**config.mk**
```make
export PLATFORM = sky130hd
export DESIGN_NAME = weh_ram
export DESIGN_NICKNAME = d
export VERILOG_FILES = /design/src/weh_ram.sv
export SDC_FILE = /design/constraint.sdc
export NUM_CORES = 1
export LEC_CHECK = 0
export ABC_AREA = 1
export BUFFER_PORTS_ARGS = -buffer_cell sky130_fd_sc_hd__buf_2
export CORE_MARGIN = 3
export CORE_UTILIZATION = 40
export CTS_BUF_LIST = sky130_fd_sc_hd__clkbuf_4 sky130_fd_sc_hd__clkbuf_8
export CTS_CLUSTER_SIZE = 30
export DETAILED_ROUTE_END_ITERATION = 10
export PLACE_DENSITY = 0.64
export SYNTH_ARGS = -nofsm -noshare
export SYNTH_HDL_FRONTEND = slang
export SYNTH_SLANG_ARGS = --single-unit
```
**constraint.sdc**
```tcl
create_clock -name i_clk -period 1.5 [get_ports i_clk]
set_input_delay 0.45 -clock i_clk [delete_from_list [all_inputs] [get_ports i_clk]]
set_output_delay 0.45 -clock i_clk [all_outputs]
set_load 0.05 [all_outputs]
```
**src/weh_ram.sv**
```systemverilog
// ----------------------------------------------------------------------------
// Generic single-port-write RAM
// One write port and one read port with registered read data and read enable.
// ----------------------------------------------------------------------------
module weh_ram #(
    parameter int unsigned WIDTH = 8,
    parameter int unsigned DEPTH = 16
) (
    input  logic                     i_clk,
    input  logic                     i_we,
    input  logic [$clog2(DEPTH)-1:0] i_waddr,
    input  logic [WIDTH-1:0]         i_wdata,
    input  logic                     i_re,
    input  logic [$clog2(DEPTH)-1:0] i_raddr,
    output logic [WIDTH-1:0]         o_rdata
);

    logic [WIDTH-1:0] mem [DEPTH];
    logic [WIDTH-1:0] r_rdata;

    always_ff @(posedge i_clk) begin
        if (i_we) begin
            mem[i_waddr] <= i_wdata;
        end
        if (i_re) begin
            r_rdata <= mem[i_raddr];
        end
    end

    assign o_rdata = r_rdata;

endmodule

```
==> results of run 1 <==
==> synthesized netlist by cell type <==
cell type	count
buf_2	13
buf_6	6
nand3_1	97
buf_1	1
inv_2	2
nand3b_1	2
nor2_1	17
nand2_1	173
inv_1	100
buf_4	4
edfxtp_1	136
==> cells in the final DEF (no fill, tap or decap), drive strengths merged <==
| master | count |
|---|---|
| buf | 54 |
| edfxtp | 136 |
| inv | 102 |
| clkinvlp | 5 |
| clkinv | 7 |
| nor2 | 17 |
| nand3 | 97 |
| nand3b | 2 |
| bufinv | 3 |
| clkbuf | 17 |
| nand2 | 173 |
==> stage by stage <==
stage               TNS, ns  total power, mW
floorplan                 0             4.74
global placement      -1.34             4.96
detailed placement    -1.46             4.98
CTS                 -0.0683             7.96
global route        -0.0725             8.21
finish                    0             7.90
==> routing by layer <==
metal  wire length, µm  vias up
li1                  -     1875
met1              5660     1825
met2              5910      137
met3               778       29
met4               405        0
met5                 0        -
==> worst min path at each step <==
stage                    start         end  slack, ns  depth (start not counted)
global route              i_re  o_rdata[6]       0.34                          1
global placement    mem[12][5]  o_rdata[5]       0.73                          6
floorplan           i_wdata[0]   mem[0][0]       0.55                          0
CTS                       i_re  o_rdata[7]       0.33                          1
detailed placement   mem[6][7]  o_rdata[7]       0.74                          6
finish                    i_re  o_rdata[7]       0.36                          1
==> sequential cells by signal (all words and copies together), names as in the netlist <==
| register | cells |
|---|---|
| mem | 128 |
| o_rdata | 8 |
==> power groups by stage <==
stage | Clock, mW | Combinational, mW | Sequential, mW
floorplan | 0 | 0.300 | 4.44
global placement | 0 | 0.579 | 4.38
detailed placement | 0 | 0.593 | 4.38
CTS | 3.05 | 0.609 | 4.30
global route | 3.22 | 0.677 | 4.31
finish | 2.99 | 0.610 | 4.30
==> kinds of logic after synthesis <==
logic type	count (synthesis)
and+or+nand+nor	289
DFF	136
buffers and inverters	126
==> final cells by class <==
class,count,share of cell area (%)
Clock inverter,15,2.38
Inverter,102,5.70
Tap cell,180,3.35
Timing Repair Buffer,54,6.26
Multi-Input combinational cell,289,18.1
Sequential cell,136,60.8
Clock buffer,17,3.48
==> timing repair <==
item | in CTS | in global routing
buffers inserted | 0 | 0
hold buffers | 0 | 0
gates resized for setup | 11 | 4
endpoints found under the setup margin | 7 | 6
pin swaps | 0 | 0
==> impl_metrics.json, run 1 <==
{
  "die_y_um": 127,
  "synth_top_cell_area_share_pct": 69.8,
  "start_util_pct": 41.5,
  "comb_power_share_pct": 7.7,
  "outcome": "finished clean",
  "fin_hold_ws_ns": 0.361,
  "synth_adder_area_share_pct": 0,
  "slew_headroom_pct": 59.9,
  "crit_start": "o_rdata[4]",
  "placed_area_um2": 6280,
  "drv_slew": 0,
  "multi_input_area_um2": 1210,
  "setup_viol": 0,
  "worst-path-max-fanout": 1,
  "viasPerCell": 4.88,
  "dp_hpwl_um": 8090,
  "hold_path.class": "input port to flip-flop",
  "grt_pass1_wl_um": 20500,
  "cts_buffer_depth": 2,
  "cp.depth": 1,
  "pin_count": 27,
  "io_buffers": 26,
  "fin_area_um2": 6720,
  "critPathBufInv": 1,
  "cts_root_buf": "clkbuf_8",
  "clk_pin_slew_ns": 0.08,
  "period_minus_slack_ns": 1.50,
  "grt_setup_unrepaired": "yes",
  "grtUsageTotal_pct": 17.0,
  "r2r-start": "mem[9][1]",
  "synth_area_um2": 5850,
  "dr.pass1.iters": 5,
  "antenna_cells": 0,
  "cp.arrival_ns": 1.05,
  "crit_type": "flip-flop to output port",
  "crit_chain": "buf_6",
  "max_freq_mhz": 667,
  "synth_cell_types": 11,
  "synthMuxAreaShare_pct": 0,
  "ys.warnings.count": 0,
  "synth_xor_area_share_pct": 0,
  "worst_pin_slew_ns": 0.601,
  "final_nets": 619,
  "grt_pass1_vias": 3792,
  "gp_congestion": 0.895,
  "instances_no_fill": 793,
  "drc": 0,
  "ff2ff_setup_slack_ns": 0.34,
  "critPathSlowestCell": "edfxtp_1",
  "syn_to_final_growth_pct": 14.9,
  "dieArea_um2": 16100,
  "cpLargestDelayFamily": "flip-flops",
  "critPathCapture": "o_rdata[4]",
  "avgRoutedWirePerCell_um": 16.1,
  "post-route-period-util_pct": 100,
  "synth-seq-area-share_pct": 69.8,
  "dp.cells": 761,
  "worst_slack_ns": 0.000656,
  "yosysTopAreaCell": "edfxtp_1",
  "fillCellCount": 1315,
  "cts_tree": "yes",
  "busiest_layer": "met2",
  "ant_nets": 0,
  "wirelength_um": 12800,
  "cts_buffers": 17,
  "grt_max_degree": 61,
  "vias": 3866,
  "synth_top_family_by_area": "simple AND/OR/NAND/NOR gates",
  "p_clk_share_pct": 37.8,
  "antenna_found_initial": 0,
  "finalHoldViolations": 0,
  "layout-drive-gt1-share_pct": 14.0,
  "final_util_pct": 47.7,
  "crit_path_max_incr_delay_ns": 0.43,
  "p_switching_mw": 1.83,
  "swShare_pct": 23.1,
  "core_area_um2": 14100,
  "avgSynthCellArea_um2": 10.6,
  "grt_overflow_total": 0,
  "rows": 43,
  "cap_viol_max_count": 0,
  "timing.rr.end": "o_rdata[1]",
  "endpoint_kind": "output port",
  "die_w_um": 127,
  "internal_power_mw": 6.07,
  "use_met3_pct": 3.28,
  "grt_use_met1_pct": 23.2,
  "cts.sinks": 136,
  "pwr-share-seq_pct": 54.4,
  "syn_nets": 570,
  "netlist_instances": 551,
  "regArea_um2": 4080,
  "met2_usage_pct": 25.6,
  "ys_top_cells_by_area": "edfxtp_1 (70%), nand2_1 (11%), nand3_1 (8.3%)",
  "ys_ff_latch": 136,
  "cp-start-kind": "flip-flop",
  "synth_compound_area_share_pct": 0,
  "required_ns": 1.05,
  "clkLatencyLatePin_ns": 0.44,
  "pre_cts_ws_ns": -0.216,
  "htreeDepth": 4,
  "powerDensity_nw_per_um2": 1180,
  "leakage_nw": 2.89,
  "synthSimpleGateAreaFrac_pct": 20.8,
  "rr_worst_depth": 6,
  "fin_skew_ns": 0.00850,
  "first_iter_violations": 322,
  "irDropWorstVdd_mv": 0.446
}
(Power assumes the default switching activity.)
==> inputs of run 2 (changes only) <==
--- a/config.mk
+++ b/config.mk
@@ -12,6 +12,7 @@
 export CTS_BUF_LIST = sky130_fd_sc_hd__clkbuf_4 sky130_fd_sc_hd__clkbuf_8
 export CTS_CLUSTER_SIZE = 30
 export DETAILED_ROUTE_END_ITERATION = 10
+export GPL_TIMING_DRIVEN = 0
 export PLACE_DENSITY = 0.64
 export SYNTH_ARGS = -nofsm -noshare
 export SYNTH_HDL_FRONTEND = slang
==> run 2 against run 1 <==
Worst hold slack got worse by 0.024 ns. Count of clock-buffer cells in the layout did not move. Sequential cell count did not move. First-iteration DRC count rose by 34%. Fmax rose by 2.4%. Register-to-register slack got worse by 0.04 ns. Setup slack improved by 0.035 ns. Clock skew rose by 0.00068 ns. Cell area fell by 1.5%. Total power rose by 0.47%. Critical path depth did not move. Utilization fell by 0.69 points. Critical path type unchanged. Largest cell class unchanged. Largest power group unchanged. Highest routed layer unchanged.
==> impl_metrics.json, run 2 (synthesized netlist as in run 1, its figures left out) <==
{
  "powerDensity_nw_per_um2": 1200,
  "p_switching_mw": 1.88,
  "final_common_cell": "nand2_1",
  "grtUsageTotal_pct": 17.8,
  "drv_slew": 0,
  "gp_congestion": 0.904,
  "crit_chain": "buf_6",
  "comb_power_share_pct": 7.9,
  "pin_count": 27,
  "dr.pass1.iters": 5,
  "vias": 3876,
  "endpoint_kind": "output port",
  "pwr-share-seq_pct": 54.1,
  "io_buffers": 23,
  "cts_hold_buffers": 0,
  "worst-path-max-fanout": 1,
  "grt_max_degree": 17,
  "required_ns": 1.05,
  "largest-register": "mem",
  "crit_start": "o_rdata[7]",
  "setup_viol": 0,
  "die_w_um": 127,
  "clk_pin_slew_ns": 0.08,
  "htreeDepth": 4,
  "hold_path.class": "input port to flip-flop",
  "first_iter_violations": 432,
  "multi_input_area_um2": 1220,
  "cts_buffers": 17,
  "fin_setup_tns_ns": 0,
  "grt_pass1_vias": 3606,
  "dieArea_um2": 16100,
  "critPathSlowestCell": "edfxtp_1",
  "grt_setup_unrepaired": "yes",
  "viasPerCell": 4.94,
  "largest_reg_flops": 128,
  "irDropWorstVdd_mv": 0.532,
  "period_minus_slack_ns": 1.46,
  "cpLargestDelayFamily": "flip-flops",
  "critPathBufInv": 1,
  "ff2ff_setup_slack_ns": 0.30,
  "dp.cells": 754,
  "max_freq_mhz": 683,
  "internal_power_mw": 6.06,
  "antenna_found_initial": 0,
  "grt_overflow_total": 0,
  "leakage_nw": 2.81,
  "drc": 0,
  "cp.arrival_ns": 1.01,
  "syn_to_final_growth_pct": 13.3,
  "antenna_cells": 0,
  "layout-drive-gt1-share_pct": 13.2,
  "cts_root_buf": "clkbuf_8",
  "r2r-start": "mem[10][1]",
  "fillCellCount": 1281,
  "final_util_pct": 47.0,
  "p_clk_share_pct": 37.9,
  "clkLatencyLatePin_ns": 0.45,
  "finalHoldViolations": 0,
  "core_area_um2": 14100,
  "instances_no_fill": 784,
  "outcome": "finished clean",
  "grt_pass1_wl_um": 21000,
  "fin_skew_ns": 0.00918,
  "cts_tree": "yes",
  "final_cell_mix": "nand2_1 (173), edfxtp_1 (136), inv_1 (100)",
  "dp_hpwl_um": 9150,
  "die_y_um": 127,
  "wirelength_um": 13800,
  "start_util_pct": 41.5,
  "rows": 43,
  "post-route-period-util_pct": 97.6,
  "regArea_um2": 4080,
  "hp-start": "i_re",
  "crit_type": "flip-flop to output port",
  "finalPower_mw": 7.94,
  "slew_headroom_pct": 43.4,
  "cp-start-kind": "flip-flop",
  "swShare_pct": 23.6,
  "crit_path_max_incr_delay_ns": 0.40,
  "avgRoutedWirePerCell_um": 17.5,
  "ant_nets": 0,
  "cap_viol_max_count": 0,
  "cts.sinks": 136,
  "worst_pin_slew_ns": 0.846,
  "final_nets": 612,
  "cts_buffer_depth": 2
}
==> run 2: cell type report <==
type | instances | area share (%)
plain buffers | 24 | 2.51
clock buffers | 17 | 3.53
clock inverters | 13 | 2.36
inverters | 102 | 5.78
multi-input cells | 289 | 18.5
flip-flops and latches | 136 | 61.7
well taps | 180 | 3.40
repair buffers | 23 | 2.27
==> run 2: repair_timing <==
item,in CTS,in global routing
setup endpoints to repair,19,33
setup buffers,0,0
hold endpoints to repair,0,0
gates resized for setup,4,17
==> run 2: path summary, 6_finish.rpt <==
| check | to | depth (start not counted) |
|---|---|---|
| hold / removal | o_rdata[5] | 1 |
| hold reg to reg | o_rdata[6] | 6 |
| setup reg to reg | o_rdata[1] | 6 |
| setup / recovery | o_rdata[7] | 1 |
==> run 2: worst register-to-register path, cell delays in order, from the launching register on <==
cell	delay, ns
edfxtp_1	0.39
inv_1	0.07
nand2_1	0.05
nand3_1	0.10
nand3_1	0.10
nand3_1	0.15
nand2_1	0.10
==> run 2: per-layer routing <==
metal  part of all wire [%]  track usage [%]
met3                    7.2             3.54
met1                     46             25.9
met5                      0                0
met4                    1.5             6.81
met2                     46             26.5
==> run 2: stage by stage <==
| stage | cell area, µm² | hold WS (ns) | setup WS, ns |
|---|---|---|---|
| 6_report | 6620 | 0.337 | 0.0358 |
| 5_1_grt | 6620 | 0.332 | -0.00339 |
| 4_1_cts | 6590 | 0.323 | -0.0354 |
| 3_5_place_dp | 6190 | 0.799 | -0.517 |
| 3_3_place_gp | 6190 | 0.778 | -0.451 |
| 2_1_floorplan | 5850 | 0.549 | 0.0992 |
==> run 2: power by group through the flow <==
stage / logic [mW] / registers, mW / clock network [mW]
floorplan: 0.300 / 4.44 / 0
global route: 0.681 / 4.30 / 3.20
detailed placement: 0.605 / 4.38 / 0
finish: 0.630 / 4.30 / 3.01
global placement: 0.595 / 4.38 / 0
CTS: 0.613 / 4.30 / 3.04
